--- src/rtl/lzssd_ram.sv ---
module lzssd_ram #(
    parameter int WIDTH = 8,
    parameter int DEPTH = 256
) (
    input  logic                     i_clk,
    input  logic                     i_we,
    input  logic [$clog2(DEPTH)-1:0] i_waddr,
    input  logic [WIDTH-1:0]         i_wdata,
    input  logic                     i_re,
    input  logic [$clog2(DEPTH)-1:0] i_raddr,
    output logic [WIDTH-1:0]         o_rdata
);

    logic [WIDTH-1:0] r_mem [DEPTH];
    logic [WIDTH-1:0] r_rdata;

    always_ff @(posedge i_clk) begin
        if (i_we) begin
            r_mem[i_waddr] <= i_wdata;
        end
        if (i_re) begin
            r_rdata <= r_mem[i_raddr];
        end
    end

    assign o_rdata = r_rdata;

endmodule

--- config.mk ---
export PLATFORM = sky130hd
export DESIGN_NAME = lzssd_ram
export DESIGN_NICKNAME = d
export VERILOG_FILES = /design/src/rtl/lzssd_ram.sv
export SDC_FILE = /design/constraint.sdc
export NUM_CORES = 2
export LEC_CHECK = 0
export ABC_CLOCK_PERIOD_IN_PS = 3220
export BUFFER_PORTS_ARGS = -buffer_cell sky130_fd_sc_hd__buf_2
export CORE_ASPECT_RATIO = 0.5
export CORE_UTILIZATION = 45
export CTS_CLUSTER_DIAMETER = 100
export DETAILED_ROUTE_END_ITERATION = 16
export SLEW_MARGIN = 0
export SYNTH_ARGS = -nofsm -noshare
export SYNTH_HDL_FRONTEND = slang
export SYNTH_SLANG_ARGS = --single-unit
--- constraint.sdc ---
create_clock -name i_clk -period 3.22 [get_ports i_clk]
set_input_delay 0.644 -clock i_clk [delete_from_list [all_inputs] [get_ports i_clk]]
set_output_delay 0.644 -clock i_clk [all_outputs]
set_load 0.005 [all_outputs]
==> metrics.yaml <==
status: "completed"
crit_required_ps: 3720
wl_per_cell_um: 30.0
layout.nets: 4344
synth_nets: 3760
ioPinCount: 35
cts_tree: "done"
vias: 40900
ys_types: 54
antenna_found_initial: 11
die_w_um: 597
comb_power_share: 0.056
place.gp.congestion: 0.856
fin_tns_setup_ps: 0
syn_area_um2: 79600
intPower_w: 0.0423
drtIter0Drc: 4989
layout-drive-gt1-share: 0.302
wl_um: 204000
synth_seq_area_share: 0.775
fill_cells: 13600
setup-violations-final: 0
clk_latency_ps: 840
synth_edf_count: 2056
power_frac_seq: 0.550
p_per_area_nw_per_um2: 582
h-tree-depth: 4
dp_cells: 6496
rows: 108
maxCapViolations: 0
stdcell_count: 6812
area.growth.synth_to_final_pct: 15.9
hold_depth: 1
cts_made_buffers: 184
ctsResizeCount: 2
power_w: 0.0537
grt_setup_unrepaired: "no"
via_per_inst: 6.00
hold_end: "r_mem[230][2]"
yosys_warnings: 0
fin_util: 0.529
cts_buffer_depth: 4
reg2reg_to: "o_rdata[7]"
hpwl_um: 131000
overflow: 0
final_hold_viol_count: 0
fmax_ghz: 0.326
ys.flop_type: "edfxtp_1"
cts_hold_buf: 0
peakVddDrop_mv: 0.405
portBuffers: 34
crit_arrival_ps: 3570
tightest_slew_ps: 1080
swShare: 0.212
leakage_nw: 29.5
multi_input_area_um2: 16500
synth-async-reset-ratio: 0
crit_start: "i_raddr[0]"
die_h_um: 299
ys_ff_latch: 2056
syn_inst: 3733
min_period_ps: 3070
regArea_um2: 61700
reg2reg_slack_ps: 450
grt_usage: 0.228
reg2reg_from: "r_mem[43][7]"
critical_path_class: "in2reg"
r2r_cells: 7
clkSlewWorstSetupHoldPaths_ps: 70
fin_skew_ps: 61.1
grt_pass1_wl_um: 294000
final_cell_mix: "2056 x edfxtp_1, 539 x buf_4, 454 x mux4_2"
post-route-period-util: 0.952
clockRootBuffer: "clkbuf_16"
grt_pass1_vias: 40900
grt_max_degree: 85
start_kind: "input pin"
layout_commonest_cell: "edfxtp_1"
pwr-share-clk: 0.394
coreArea_um2: 175000
crit_path_end_kind: "flop"
avgSynthCellArea_um2: 21.3
drc: 0
dieArea_um2: 179000
drv_slew: 0
cts_sinks: 2056
p_sw_w: 0.0114
cp_max_fo: 21
min_from: "i_wdata[2]"
postRouteAntennaNets: 0
cts_setup_buffers: 0
hold_class: "in2reg"
start_util: 0.456
firstDrtPassIters: 5
slew_headroom: 0.276
cells in the mapped netlist (all sizes together), types with 2 or more instances:
master	n	share of area
a31oi	2	0.00016
nor4	27	0.0024
a21oi	96	0.0060
clkbuf	111	0.0052
nor3	22	0.0014
o22a	5	0.00055
mux4	456	0.13
o221ai	47	0.0052
o22ai	28	0.0022
o32ai	5	0.00064
nor2	282	0.013
a211oi	16	0.0015
nand2b	8	0.00063
a22oi	133	0.013
o21ai	12	0.00075
nand3b	2	0.00019
or2	4	0.00031
a311oi	2	0.00022
and2	6	0.00047
nor2b	31	0.0024
a22o	8	0.00088
nand2	33	0.0016
nand3	34	0.0021
o211ai	10	0.00094
nand4	10	0.00079
mux2i	134	0.017
buf	122	0.013
a221oi	14	0.0016
edfxtp	2056	0.78
and3b	2	0.00022
a2111oi	5	0.00066
metrics by stage:
stage	area (um^2)	hold slack [ps]	setup WS [ps]
after global placement	86700	1090	-1040
after floorplan	79600	743	500
after detailed placement	86700	1100	-992
final	92300	260	154
after CTS	92300	241	74.4
after global routing	92300	250	50.1
layer usage:
layer	vias to the layer above	wire, um	global-route usage
met5	-	13	0
met4	2	3890	0.0457
met3	290	17800	0.0452
met2	1837	93400	0.347
met1	21900	88900	0.346
li1	16800	-	-
sequential cells by signal, summed over array words and instances (netlist names):
| register | count |
|---|---|
| o_rdata | 8 |
| r_mem | 2048 |
cell families after synthesis:
kind of cell	count (synthesis)	share of synthesized area
muxes	591	0.146
AOI/OAI and AO/OA	385	0.0342
DFF	2056	0.775
buffers and inverters	235	0.0183
and+or+nand+nor	466	0.0263
final cells by class:
cell class	count	area share
multi-input cells	1442	0.179
inverters	2	0.0000813
clock inverters	91	0.00844
repair buffers	631	0.0594
well taps	2365	0.0321
clock buffers	224	0.0522
flip-flops and latches	2056	0.669
diodes	1	0.0000271
worst max-delay path, stage by stage:
cell	delay (ps)
buf_8	220
buf_12	250
buf_4	260
mux4_2	550
a22oi_1	300
a21oi_1	190
nor4_2	800
buf_4	240
nor4_1	50
worst max path at each step:
stage                            end  slack (ps)  cells past startpoint
after floorplan           o_rdata[2]         500                      9
final                     o_rdata[7]         150                      9
after global routing      o_rdata[7]          50                     11
after CTS                 o_rdata[1]          70                      9
after global placement    o_rdata[2]       -1040                      9
after detailed placement  o_rdata[7]        -990                      9
power by group through the flow:
stage | Combinational, W | Clock [W] | Sequential, W
2_1_floorplan | 0.00143 | 0 | 0.0301
3_3_place_gp | 0.00295 | 0 | 0.0301
3_5_place_dp | 0.00300 | 0 | 0.0301
4_1_cts | 0.00300 | 0.0215 | 0.0295
5_1_grt | 0.00314 | 0.0225 | 0.0295
6_report | 0.00299 | 0.0212 | 0.0295
Note: power is estimated with default switching activity, not from simulation.
